==> src/sv/dcpe_pkg.sv <==
// shared types, codes and constants of the display control program executor
// no dependencies; imported by the executor datapath, top level and checker
`default_nettype none

package dcpe_pkg;

  // field widths
  localparam int ADDR_W         = 22;
  localparam int STEP_W         = 12;
  localparam int DATA_W         = 24;
  localparam int COLOUR_ENTRIES = 256;
  localparam int IDX_W          = $clog2(COLOUR_ENTRIES);
  localparam int CFG_IDX_W      = 2;
  localparam int CFG_DATA_W     = 22;

  // configuration register indexes
  localparam logic [CFG_IDX_W-1:0] REG_INTERLACE  = 2'd0;
  localparam logic [CFG_IDX_W-1:0] REG_LONG_LINE  = 2'd1;
  localparam logic [CFG_IDX_W-1:0] REG_FIELD_BASE = 2'd2;

  localparam logic [ADDR_W-1:0] FIELD_BASE_RESET = 22'd1024;

  // command codes
  localparam logic [1:0] CMD_START = 2'd0;
  localparam logic [1:0] CMD_FIELD = 2'd1;
  localparam logic [1:0] CMD_LINE  = 2'd2;

  // instruction opcodes below the write range
  localparam logic [3:0] OP_STOP        = 4'd0;
  localparam logic [3:0] OP_NOP         = 4'd1;
  localparam logic [3:0] OP_LOAD_PTR    = 4'd2;
  localparam logic [3:0] OP_LOAD_PTR_ST = 4'd3;
  localparam logic [3:0] OP_LOAD_ADDR   = 4'd4;
  localparam logic [3:0] OP_LOAD_VID_ST = 4'd5;
  localparam logic [3:0] OP_INTERRUPT   = 4'd6;
  localparam logic [3:0] OP_PARAMS      = 4'd7;

  // write kinds
  localparam logic [1:0] WK_NONE   = 2'd0;
  localparam logic [1:0] WK_COLOUR = 2'd1;
  localparam logic [1:0] WK_CTRL   = 2'd2;

  // address and data masks, control register decode
  localparam logic [ADDR_W-1:0] LINE_MASK  = 22'h3F_FFFC;
  localparam logic [ADDR_W-1:0] FETCH_STEP = 22'd4;
  localparam logic [31:0]       CTRL_BOUND = 32'hC000_0000;
  localparam logic [7:0]        REG_OFFSET = 8'h80;

  // run lengths
  localparam logic [STEP_W-1:0] MAX_FIELD_STEPS = 12'd2000;
  localparam logic [STEP_W-1:0] SHORT_LINE_LEN  = 12'd8;
  localparam logic [STEP_W-1:0] LONG_LINE_LEN   = 12'd16;

  // colour bank select register within the control file
  localparam int               BANK_REG_INDEX = 67;
  localparam int               CTRL_BASE      = 64;
  localparam logic [5:0]       BANK_SLOT      = 6'((BANK_REG_INDEX - CTRL_BASE) % 64);

  typedef struct packed {
    logic [1:0]  command;
    logic [31:0] instruction_word;
    logic        odd_field;
  } in_item_t;

  typedef struct packed {
    logic [ADDR_W-1:0] next_address;
    logic              done_res;
    logic              interrupt_pulse;
    logic              reload_params;
    logic              param_bit4;
    logic [1:0]        param_bits3_2;
    logic [1:0]        param_bits1_0;
    logic [ADDR_W-1:0] display_pointer;
    logic [ADDR_W-1:0] video_start;
    logic [1:0]        write_kind;
    logic [IDX_W-1:0]  write_index;
    logic [DATA_W-1:0] write_data;
  } out_item_t;

  typedef struct packed {
    logic              interlace_mode;
    logic              long_line_program;
    logic [ADDR_W-1:0] field_program_base;
  } cfg_t;

  typedef struct packed {
    logic [ADDR_W-1:0] field_address;
    logic [ADDR_W-1:0] line_pointer;
    logic [ADDR_W-1:0] video_start;
    logic [STEP_W-1:0] step_counter;
    logic              stopped;
    logic              line_run;
    logic [1:0]        bank;
  } state_t;

endpackage

`default_nettype wire

==> src/sv/dcpe_exec.sv <==
// instruction decode and execute: next program state and result for one request
// purely combinational; depends on dcpe_pkg
`default_nettype none

module dcpe_exec (
  input  dcpe_pkg::in_item_t  item,
  input  dcpe_pkg::state_t    st,
  input  dcpe_pkg::cfg_t      cfg,
  output dcpe_pkg::state_t    st_nxt,
  output dcpe_pkg::out_item_t res
);
  import dcpe_pkg::*;

  logic              exec;
  logic              is_line;
  logic              stop;
  logic              jumped;
  logic [3:0]        op;
  logic [7:0]        top_byte;
  logic [6:0]        reg_num;
  logic [STEP_W-1:0] step_inc;
  logic [STEP_W-1:0] limit;
  logic [31:0]       w;
  state_t            s;

  assign w        = item.instruction_word;
  assign op       = w[31:28];
  assign top_byte = w[31:24] - REG_OFFSET;
  assign reg_num  = top_byte[6:0];
  assign is_line  = (item.command == CMD_LINE);

  always_comb begin
    s        = st;
    exec     = 1'b0;
    stop     = 1'b0;
    jumped   = 1'b0;
    step_inc = '0;
    limit    = '0;
    res      = '0;

    // command handling: start, run entry and run gating
    unique case (item.command)
      CMD_START: begin
        s.field_address = (cfg.interlace_mode && !item.odd_field)
                          ? cfg.field_program_base + FETCH_STEP
                          : cfg.field_program_base;
        s.step_counter  = '0;
        s.stopped       = 1'b0;
        s.line_run      = 1'b0;
      end
      CMD_FIELD: exec = !st.stopped && !st.line_run;
      CMD_LINE: begin
        if (st.stopped) begin
          s.stopped      = 1'b0;
          s.line_run     = 1'b1;
          s.step_counter = '0;
          exec           = 1'b1;
        end else begin
          exec = st.line_run;
        end
      end
      default: ;
    endcase

    if (exec) begin
      // opcode decode
      unique case (op)
        OP_STOP: stop = 1'b1;
        OP_NOP: ;
        OP_LOAD_PTR: begin
          s.line_pointer = w[ADDR_W-1:0] & LINE_MASK;
          jumped         = is_line;
        end
        OP_LOAD_PTR_ST: begin
          s.line_pointer = w[ADDR_W-1:0] & LINE_MASK;
          stop           = 1'b1;
        end
        OP_LOAD_ADDR: begin
          if (is_line) begin
            s.video_start = w[ADDR_W-1:0];
          end else begin
            s.field_address = w[ADDR_W-1:0];
            jumped          = 1'b1;
          end
        end
        OP_LOAD_VID_ST: begin
          s.video_start = w[ADDR_W-1:0];
          stop          = 1'b1;
        end
        OP_INTERRUPT: res.interrupt_pulse = 1'b1;
        OP_PARAMS: begin
          res.reload_params = 1'b1;
          res.param_bit4    = w[4];
          res.param_bits3_2 = w[3:2];
          res.param_bits1_0 = w[1:0];
        end
        default: begin
          // colour entry or control register write
          res.write_data = w[DATA_W-1:0];
          if (w < CTRL_BOUND) begin
            res.write_kind  = WK_COLOUR;
            res.write_index = {s.bank, reg_num[5:0]};
          end else begin
            res.write_kind  = WK_CTRL;
            res.write_index = {1'b0, reg_num};
            if (reg_num[5:0] == BANK_SLOT) begin
              s.bank = w[1:0];
            end
          end
        end
      endcase

      // advance fetch address and step count, end of run
      if (stop) begin
        s.stopped = 1'b1;
      end else begin
        if (!jumped) begin
          if (is_line) begin
            s.line_pointer = s.line_pointer + FETCH_STEP;
          end else begin
            s.field_address = s.field_address + FETCH_STEP;
          end
        end
        step_inc       = s.step_counter + 12'd1;
        s.step_counter = step_inc;
        limit          = is_line ? (cfg.long_line_program ? LONG_LINE_LEN : SHORT_LINE_LEN)
                                 : MAX_FIELD_STEPS;
        if (step_inc >= limit) begin
          s.stopped = 1'b1;
        end
      end
    end

    // status part of the result
    res.next_address    = s.line_run ? s.line_pointer : s.field_address;
    res.done_res        = s.stopped;
    res.display_pointer = s.line_pointer;
    res.video_start     = s.video_start;
    st_nxt              = s;
  end

endmodule

`default_nettype wire

==> src/sv/display_control_program_executor_unit.sv <==
// display control program executor: one request per cycle unless the result side stalls
// an input register feeds the decode logic, the result lands in an output register
// sustained one request per cycle without stalls, set by the registered state update loop
// synchronous active-low reset: stopped, field run, pointers zero, bank 0, base 1024
// depends on dcpe_pkg and dcpe_exec
`default_nettype none

module display_control_program_executor_unit (
  input  wire                               clk,
  input  wire                               rst_n,
  input  wire                               in_valid,
  output logic                              in_stall,
  input  dcpe_pkg::in_item_t                in_data,
  output logic                              out_valid,
  input  wire                               out_stall,
  output dcpe_pkg::out_item_t               out_data,
  input  wire                               cfg_we,
  input  wire  [dcpe_pkg::CFG_IDX_W-1:0]    cfg_index,
  input  wire  [dcpe_pkg::CFG_DATA_W-1:0]   cfg_wdata
);
  import dcpe_pkg::*;

  in_item_t  in_r;
  logic      in_valid_r;
  out_item_t out_r;
  logic      out_valid_r;
  state_t    st_r;
  state_t    st_nxt;
  cfg_t      cfg_r;
  out_item_t res;
  logic      advance;
  logic      in_accept;

  // handshake: input stage moves on when the output register is free or being taken
  assign advance   = in_valid_r && (!out_valid_r || !out_stall);
  assign in_stall  = in_valid_r && !advance;
  assign in_accept = in_valid && !in_stall;
  assign out_valid = out_valid_r;
  assign out_data  = out_r;

  // decode and execute
  dcpe_exec u_exec (
    .item   (in_r),
    .st     (st_r),
    .cfg    (cfg_r),
    .st_nxt (st_nxt),
    .res    (res)
  );

  // configuration registers
  always_ff @(posedge clk) begin
    if (!rst_n) begin
      cfg_r.interlace_mode     <= 1'b0;
      cfg_r.long_line_program  <= 1'b0;
      cfg_r.field_program_base <= FIELD_BASE_RESET;
    end else if (cfg_we) begin
      unique case (cfg_index)
        REG_INTERLACE:  cfg_r.interlace_mode     <= cfg_wdata[0];
        REG_LONG_LINE:  cfg_r.long_line_program  <= cfg_wdata[0];
        REG_FIELD_BASE: cfg_r.field_program_base <= cfg_wdata[ADDR_W-1:0];
        default: ;
      endcase
    end
  end

  // input register
  always_ff @(posedge clk) begin
    if (!rst_n) begin
      in_valid_r <= 1'b0;
    end else if (in_accept) begin
      in_valid_r <= 1'b1;
    end else if (advance) begin
      in_valid_r <= 1'b0;
    end
  end

  always_ff @(posedge clk) begin
    if (in_accept) begin
      in_r <= in_data;
    end
  end

  // program state
  always_ff @(posedge clk) begin
    if (!rst_n) begin
      st_r.field_address <= '0;
      st_r.line_pointer  <= '0;
      st_r.video_start   <= '0;
      st_r.step_counter  <= '0;
      st_r.stopped       <= 1'b1;
      st_r.line_run      <= 1'b0;
      st_r.bank          <= '0;
    end else if (advance) begin
      st_r <= st_nxt;
    end
  end

  // result register
  always_ff @(posedge clk) begin
    if (!rst_n) begin
      out_valid_r <= 1'b0;
    end else if (advance) begin
      out_valid_r <= 1'b1;
    end else if (!out_stall) begin
      out_valid_r <= 1'b0;
    end
  end

  always_ff @(posedge clk) begin
    if (advance) begin
      out_r <= res;
    end
  end

endmodule

`default_nettype wire

==> config.mk <==
export PLATFORM = sky130hd
export DESIGN_NAME = display_control_program_executor_unit
export DESIGN_NICKNAME = d
export VERILOG_FILES = /design/src/sv/dcpe_pkg.sv /design/src/sv/dcpe_exec.sv /design/src/sv/display_control_program_executor_unit.sv
export SDC_FILE = /design/constraint.sdc
export NUM_CORES = 1
export LEC_CHECK = 0
export BUFFER_PORTS_ARGS = -buffer_cell sky130_fd_sc_hd__buf_2
export CORE_MARGIN = 2
export CORE_UTILIZATION = 50
export DETAILED_ROUTE_END_ITERATION = 16
export PLACE_DENSITY_LB_ADDON = 0.15
export SLEW_MARGIN = 20
export SYNTH_ARGS = -nofsm -noshare
export SYNTH_HDL_FRONTEND = slang
export SYNTH_SLANG_ARGS = --single-unit
==> constraint.sdc <==
create_clock -name clk -period 8.7 [get_ports clk]
set_input_delay 0.87 -clock clk [delete_from_list [all_inputs] [get_ports clk]]
set_output_delay 0.87 -clock clk [all_outputs]
set_load 0.02 [all_outputs]
==> flow_summary_export.csv, run 1 <==
group,metric,value,unit
cts,holdBufCountCts,0,
routing,antenna_left,0,
timing,setup_viol,0,
cts,numCtsBuffers,27,
layout,diodes,0,
cts,cts_max_path_buffers,3,
timing,hold_viol_final,0,
cts,cts_setup_buffers,0,
cts,clk_pin_slew,60,ps
worst_setup_path,cp.arrival,4380,ps
die,die_area,0.02673,mm2
worst_setup_path,cpPeakStageDelay,690,ps
logic_synthesis,yosys_warnings,0,
worst_setup_path,cp_top_family,"simple AND/OR/NAND/NOR gates",
placed_design,dp.final_hpwl,23000,um
logic_synthesis,synth_common_cells,"204 x nand2_1, 143 x edfxtp_1, 116 x a21oi_1, 115 x nor2_1, 108 x dfxtp_1",
timing,max_slew_margin,29.95,%
logic_synthesis,ys.flop_type,"edfxtp_1",
die,row_count,58,
layout,final_nets,1531,
worst_setup_path,slowest_stage,"nand2_1",
routing,wl_per_cell,18.98,um
worst_setup_path,path_class,"reg -> reg",
layout,syn_to_final_growth,15.45,%
pwr,irDropWorstVdd,180.9,uV
cts,ctsResizeCount,0,
timing,skew,16.80,ps
global_routing,grt_pass1_wl,53660,um
pwr,leakagePower,0.005504,uW
layout,fillers,2219,
logic_synthesis,synthesis.area,0.01272,mm2
logic_synthesis,syn_nets,1407,
routing,wl,34290,um
timing,tns,0,ps
die,die-width,163.5,um
routing,drc,0,
placed_design,place_area,0.01375,mm2
global_routing,grt_max_degree,107,
logic_synthesis,synth_area_leaders,"edfxtp_1 34%, dfxtp_1 17%, nand2_1 6.0%",
logic_synthesis,yosysUniqueCellTypes,91,
routing,vias,10628,
global_routing,grt_pass1_vias,9650,
worst_setup_path,crit_path_end_kind,"flip-flop",
worst_setup_path,crit_path_max_fanout,23,
worst_setup_path,crit_chain,"nor4b_2 > nand2_1 > mux2i_1 > inv_2 > ha_1 > and3_1 > nand2_1 > or2_1 > o32ai_1 > a221oi_1",
cts,clk_latency,550,ps
worst_setup_path,startpoint_type,"flip-flop",
layout,instances_no_fill,1807,
global_routing,grt_overflow,0,
placed_design,dp.cells,1757,
timing,rsz0062_at_grt,"false",
logic_synthesis,synth.ff_latch_count,251,
global_routing,track_usage,25.17,%
timing,worst_pin_slew,1051,ps
min_path,min_path_type,"reg -> reg",
cts,cts_tree,"done",
logic_synthesis,yosysTopAreaCell,"edfxtp_1",
layout,layout-drive-gt1-share,20.18,%
global_routing,grt_antenna_before_repair,0,
cts,htreeDepth,1,
logic_synthesis,synth-seq-area-share,50.77,%
routing,drt_first_pass_iters,8,
routing,drtIter0Drc,1028,
die,die_h,163.5,um
cts,cts_root_buf,"clkbuf_16",
logic_synthesis,synth_most_common_cell,"nand2_1",
timing,setup_ws,4574,ps
routing,routed_via_density,5.882,
logic_synthesis,synth_top_area_share,33.77,%
timing,drv_slew,0,
die,initial_core_util,50.65,%
placed_design,place_ws,4633,ps
timing,post-route-period-util,47.43,%
timing,max_freq,242.4,MHz
pwr,power.density,195.9,mW/mm2
job,maxCapViolations,0,
die,core-area,0.02511,mm2
logic_synthesis,synth-edff-count,143,
worst_setup_path,cp.required,8950,ps
worst_setup_path,critPathMostFrequentCell,"nand2_1",
run_status,status,"completed",
timing,fin_hold_ws,451.6,ps
logic_synthesis,syn_avg_cell_area,9.547,um2
logic_synthesis,netlist_instances,1332,
worst_setup_path,crit_buf_inv,1,
timing,fin_crit,4126,ps
layout,postLayoutCellArea,0.01468,mm2
logic_synthesis,async_flop_share,0,%
placed_design,portBuffers,173,
placed_design,routabilityCongestion,0.9403,
cts,cts.sinks,251,
die,num_io_pins,174,
## flip-flops by register name (all words and copies together) (netlist names)
register	flops
cfg_r	24
in_valid_r	1
in_r	35
out_valid	1
st_r	82
out_data	108
## cells by family (layout without fill, tap and decap cells)
kind of cell,count (synthesis),in the layout,share of synthesized area (%)
adders and majority gates,11,11,1.082
muxes,52,52,4.359
and+or+nand+nor,535,535,20.79
DFF,251,251,50.77
buffers and inverters,120,265,4.024
AOI/OAI and AO/OA,341,341,17.46
xor gates and xnor gates,22,22,1.515
## layer usage
layer / part of all wire [%] / up-vias / GRT usage, %
met3: 7.4 / 63 / 4.139
met2: 45 / 406 / 39.45
met5: 0 / - / 0
met4: 2.9 / 0 / 6.898
li1: - / 5133 / -
met1: 45 / 5026 / 36.21
## layout by cell type (no fill, tap or decap), types with 10 or more instances in the layout
cell type / n
buf_4: 15
and2_1: 23
nor3_1: 24
nor2_1: 113
or3_1: 10
nor4_1: 11
o31ai_1: 11
nand3_1: 34
edfxtp_1: 143
a21oi_1: 116
nand4_1: 15
dfxtp_1: 108
buf_2: 173
o21a_1: 12
inv_1: 23
mux2i_1: 25
a22oi_1: 10
clkbuf_16: 27
o21ai_0: 64
xnor2_1: 15
mux2_2: 27
and3_1: 40
a31oi_1: 20
nand2_1: 203
ha_1: 11
a211oi_1: 11
## cell type report
| type | count | area (um2) | area share (%) |
|---|---|---|---|
| Tap cell | 330 | 412.9 | 2.812 |
| Timing Repair Buffer | 188 | 978.4 | 6.664 |
| Multi-Input combinational cell | 961 | 5792 | 39.45 |
| Sequential cell | 251 | 6456 | 43.97 |
| Inverter | 27 | 106.4 | 0.7244 |
| Clock buffer | 32 | 704.4 | 4.798 |
| Clock inverter | 18 | 231.5 | 1.577 |
## power by group
part           internal, uW  leakage [uW]  switching (uW)
sequential             1310       0.00224            43.4
clock                   730      0.000460             476
combinational          96.5       0.00280             220
## metrics by stage
stage          utilization, %  total power, uW
4_1_cts                 58.47             2896
3_3_place_gp            54.74             1687
3_5_place_dp            54.74             1691
5_1_grt                 58.47             2977
6_report                58.47             2877
2_1_floorplan               -             1579
## path summary, 6_finish.rpt
kind | depth (start not counted) | end | from | slack [ps]
hold reg to reg | 2 | st_r[29]$_SDFFE_PN0P_ | st_r[29]$_SDFFE_PN0P_ | 450
hold / removal | 2 | st_r[29]$_SDFFE_PN0P_ | st_r[29]$_SDFFE_PN0P_ | 450
setup / recovery | 10 | out_data[106]$_DFFE_PP_ | in_r[30]$_DFFE_PP_ | 4570
setup reg to reg | 10 | out_data[106]$_DFFE_PP_ | in_r[30]$_DFFE_PP_ | 4570
## worst min-delay path: stages, from the launching register on
cell     delay (ps)
dfxtp_1         310
nand2_1          50
a21oi_1          50
No activity file was read; power rests on OpenSTA's default activity.
==> run 2, diff against run 1 <==
clock period = 3.7 ns   (was 8.7 ns; I/O delays follow)
==> run 2 against run 1 <==
Non-clock buffer count up 31. Sequential share of layout area shrank 0.59 points. Critical path type unchanged. Critical endpoint is now out_data[102]$_DFFE_PP_. Fmax rose by 20%. Largest power group unchanged.
==> flow_summary_export.csv, run 2 (same netlist as run 1, synthesis figures left out) <==
group,metric,value,unit
run_status,status,"completed",
global_routing,grt_antenna_before_repair,0,
routing,drtIter0Drc,952,
cts,cts_root_buf,"clkbuf_16",
layout,final_nets,1562,
die,initial_core_util,50.65,%
worst_setup_path,cpPeakStageDelay,660,ps
global_routing,grt_pass1_wl,56320,um
layout,final_core_util,59.27,%
die,row_count,58,
global_routing,track_usage,26.77,%
die,core-area,0.02511,mm2
worst_setup_path,crit_path_max_fanout,27,
timing,max_freq,290.6,MHz
die,die_area,0.02673,mm2
timing,rsz0062_at_grt,"false",
timing,worst_pin_slew,929.7,ps
cts,holdBufCountCts,0,
cts,clk_latency,530,ps
timing,post-route-period-util,93.00,%
routing,drt_first_pass_iters,5,
worst_setup_path,slowest_stage,"or4b_4",
die,die-width,163.5,um
die,die_h,163.5,um
global_routing,grt_overflow,0,
timing,fin_crit,3441,ps
timing,tns,0,ps
layout,largest_reg_flops,108,
worst_setup_path,cp.required,3940,ps
layout,postLayoutCellArea,0.01488,mm2
timing,skew,14.39,ps
worst_setup_path,crit_path_end_kind,"flip-flop",
placed_design,portBuffers,173,
min_path,min_path_type,"in -> reg",
placed_design,dp.cells,1788,
routing,wl_per_cell,19.68,um
placed_design,routabilityCongestion,0.9162,
timing,setup_viol,0,
timing,max_slew_margin,37.37,%
worst_setup_path,crit_buf_inv,1,
pwr,power.density,447.5,mW/mm2
layout,instances_no_fill,1837,
layout,syn_to_final_growth,17.02,%
routing,wl,36140,um
worst_setup_path,crit_chain,"or4b_4 > nor2_4 > buf_4 > nand3_1 > o31ai_4 > nand4bb_4 > or2_1 > o311ai_1 > a32oi_1",
layout,layout-drive-gt1-share,21.96,%
layout,diodes,0,
cts,numCtsBuffers,27,
cts,htreeDepth,1,
pwr,irDropWorstVdd,332.6,uV
cts,cts_max_path_buffers,3,
worst_setup_path,cp.arrival,3680,ps
global_routing,grt_max_degree,70,
placed_design,dp.final_hpwl,25480,um
worst_setup_path,startpoint_type,"flip-flop",
cts,cts_tree,"done",
routing,routed_via_density,5.794,
placed_design,place_area,0.01399,mm2
pwr,power,6660,uW
routing,drc,0,
routing,antenna_left,0,
cts,clk_pin_slew,70,ps
timing,hold_viol_final,0,
job,maxCapViolations,0,
routing,vias,10644,
worst_setup_path,cp_top_family,"simple AND/OR/NAND/NOR gates",
die,num_io_pins,174,
layout,final_cell_mix,"203 x nand2_1, 173 x buf_2, 143 x edfxtp_1, 116 x a21oi_1, 113 x nor2_1",
timing,drv_slew,0,
pwr,leakagePower,0.005630,uW
cts,cts.sinks,251,
worst_setup_path,path_class,"reg -> reg",
layout,layout_commonest_cell,"nand2_1",
global_routing,grt_pass1_vias,10036,
## run 2: cell types whose count changed in the layout (fill, tap and decap cells not counted)
cell,change
buf_4,+30
bufinv_16,-3
clkinv_4,+3
clkinv_1,-2
buf_12,+1
clkbuf_16,+1
clkbuf_8,+1
clkinv_2,-1
clkinvlp_4,+1
inv_16,-1
nor3_1,-1
nor3_2,+1
## run 2: final timing paths
path,startpoint,end,cells after the start,slack (ps)
setup / recovery,in_r[30]$_DFFE_PP_,out_data[102]$_DFFE_PP_,9,260
hold / removal,in_data[19],in_r[19]$_DFFE_PP_,1,10
setup reg to reg,in_r[30]$_DFFE_PP_,out_data[102]$_DFFE_PP_,9,260
hold reg to reg,st_r[16]$_SDFFE_PN0P_,st_r[16]$_SDFFE_PN0P_,2,450
## run 2: stage by stage
stage	hold WS (ps)	worst slack, ps
after floorplan	433.8	477.5
after global placement	439.0	317.0
after detailed placement	443.9	327.9
after CTS	4.084	320.9
after global routing	4.442	35.63
final	12.76	259.1
## run 2: metal layers
layer  vias up  GRT usage, %  share of wire (%)
met4         0         6.978                2.4
met2       400         42.85                 45
li1       5204             -                  -
met1      4982         38.51                 46
met3        58         3.454                7.1
met5         -             0                  0
## run 2: report_power, final
part	internal [uW]	total, uW	switching (uW)
combinational	256	799	543
sequential	3080	3180	94.9
clock	1570	2690	1120
total	4900	6660	1760
## run 2: final cells by class
class	count	area (um2)
Clock inverter	15	142.6
Fill cell	2257	10230
Sequential cell	251	6456
Clock buffer	34	743.2
Tap cell	330	412.9
Inverter	27	106.4
Multi-Input combinational cell	961	5797
Timing Repair Buffer	219	1224
## run 2: what timing repair did
item	CTS	global route
resized for setup	0	1
buffers inserted	0	0
setup endpoints to repair	0	1
==> run 3, diff against run 2 <==
MAX_ROUTING_LAYER = met4   (was unset)
clock period = 3.15 ns   (was 3.7 ns; I/O delays follow)
==> run 3 against run 2 <==
Total power rose by 23%. Die area stayed put. Via count up 5.8%. Fmax grew 11%. Critical path type unchanged. Largest power group unchanged. Highest routed layer unchanged.
==> flow_summary_export.csv, run 3 (same netlist as run 1, synthesis figures left out) <==
group,metric,value,unit
global_routing,grt_pass1_wl,57930,um
timing,drv_slew,0,
layout,syn_to_final_growth,26.73,%
placed_design,portBuffers,173,
worst_setup_path,cp.required,3420,ps
pwr,power.density,506.9,mW/mm2
worst_setup_path,cp_top_family,"simple AND/OR/NAND/NOR gates",
worst_setup_path,path_class,"reg -> reg",
layout,instances_no_fill,1945,
job,maxCapViolations,0,
global_routing,grt_antenna_before_repair,0,
placed_design,dp.cells,1841,
worst_setup_path,cp.depth,9,
layout,final_core_util,64.19,%
timing,skew,16.24,ps
timing,worst_pin_slew,861.0,ps
placed_design,dp.final_hpwl,25610,um
die,die_h,163.5,um
die,initial_core_util,50.65,%
timing,post-route-period-util,98.83,%
layout,final_cell_mix,"203 x nand2_1, 173 x buf_2, 143 x edfxtp_1, 115 x a21oi_1, 113 x nor2_1",
worst_setup_path,startpoint_type,"flip-flop",
timing,fin_crit,3113,ps
placed_design,routabilityCongestion,0.9256,
routing,wl,37340,um
cts,clk_latency,550,ps
worst_setup_path,startpoint,"in_r[30]$_DFFE_PP_",
die,die_area,0.02673,mm2
cts,cts_max_path_buffers,3,
run_status,status,"completed",
pwr,leakagePower,0.006181,uW
global_routing,track_usage,28.28,%
routing,vias,11263,
layout,multi_input_area,0.006013,mm2
layout,largest_reg_flops,108,
worst_setup_path,crit_buf_inv,2,
pwr,irDropWorstVdd,378.2,uV
routing,wl_per_cell,19.20,um
min_path,hold_depth,3,
worst_setup_path,crit_path_max_fanout,14,
worst_setup_path,critPathMostFrequentCell,"buf_4",
routing,antenna_left,0,
die,die-width,163.5,um
timing,setup_viol,0,
layout,diodes,0,
timing,rsz0062_at_grt,"true",
layout,final_nets,1668,
worst_setup_path,slowest_stage,"or4b_4",
layout,layout-drive-gt1-share,25.39,%
cts,cts_tree,"done",
layout,layout_commonest_cell,"nand2_1",
timing,max_freq,321.2,MHz
routing,drtIter0Drc,1156,
timing,max_slew_margin,42.60,%
die,num_io_pins,174,
layout,regArea,0.006456,mm2
global_routing,grt_pass1_vias,10416,
worst_setup_path,crit_path_end_kind,"flip-flop",
min_path,worstHoldStart,"cfg_wdata[8]",
routing,drc,0,
worst_setup_path,cpPeakStageDelay,600,ps
cts,htreeDepth,1,
worst_setup_path,cp.arrival,3380,ps
timing,hold_viol_final,0,
worst_setup_path,r2r_start,"in_r[30]$_DFFE_PP_",
cts,clk_pin_slew,60,ps
die,core-area,0.02511,mm2
cts,cts.sinks,251,
layout,fillers,2082,
routing,drt_first_pass_iters,6,
global_routing,grt_max_degree,72,
worst_setup_path,crit_chain,"or4b_4 > nor2_4 > buf_4 > o221ai_1 > and3_2 > and4_1 > a2111oi_1 > buf_4 > a21oi_1",
routing,routed_via_density,5.791,
cts,numCtsBuffers,28,
die,row_count,58,
timing,fin_hold_ws,15.39,ps
min_path,min_path_type,"in -> reg",
worst_setup_path,worstRegToRegCells,9,
global_routing,grt_overflow,0,
cts,cts_root_buf,"clkbuf_16",
-- run 3: area by class of cell --
cell class | count | share of cell area (%)
Clock buffer | 34 | 4.619
Timing Repair Buffer | 324 | 13.53
Sequential cell | 251 | 40.06
Clock inverter | 18 | 1.258
Inverter | 27 | 0.6599
Multi-Input combinational cell | 961 | 37.31
Tap cell | 330 | 2.562
-- run 3: power by group --
part | internal, uW | switching, uW | leakage (uW)
combinational | 387 | 687 | 0.00348
clock | 2010 | 1370 | 0.000453
sequential | 3620 | 94.5 | 0.00224
total | 6020 | 2150 | 0.00618
-- run 3: tightest hold or removal path, stage by stage --
cell     delay [ps]
buf_2           100
nand2_1          40
a21oi_1          50
-- run 3: what timing repair did --
item	CTS	global route
endpoints found under the setup margin	4	23
buffers inserted	0	6
resized for setup	1	37
hold buffers	46	0
pin swaps	0	8
endpoints found under the hold margin	46	0
-- run 3: worst paths after layout --
path / endpoint / slack (ps)
worst max register to register: out_data[92]$_DFFE_PP_ / 40
worst min register to register: st_r[20]$_SDFFE_PN0P_ / 450
worst min-delay path: cfg_r[8]$_SDFFE_PN0P_ / 20
worst max-delay path: out_data[92]$_DFFE_PP_ / 40
-- run 3: metrics by stage --
step	power, uW	cell area (um2)	worst slack [ps]	TNS (ps)
after floorplan	4356	12730	9.712	0
after global placement	4765	14450	24.31	0
after detailed placement	4772	14450	-20.27	-20.27
after CTS	8189	15860	-36.19	-67.89
after global routing	8460	16120	-131.4	-418.1
final	8170	16120	36.71	0
-- run 3: layer usage --
metal / up-vias / global-route usage (%) / wire length, um
met5: - / - / 0
met1: 5328 / 39.11 / 16600
li1: 5406 / - / -
met2: 471 / 45.53 / 17360
met3: 58 / 3.098 / 2696
met4: 0 / 5.582 / 682
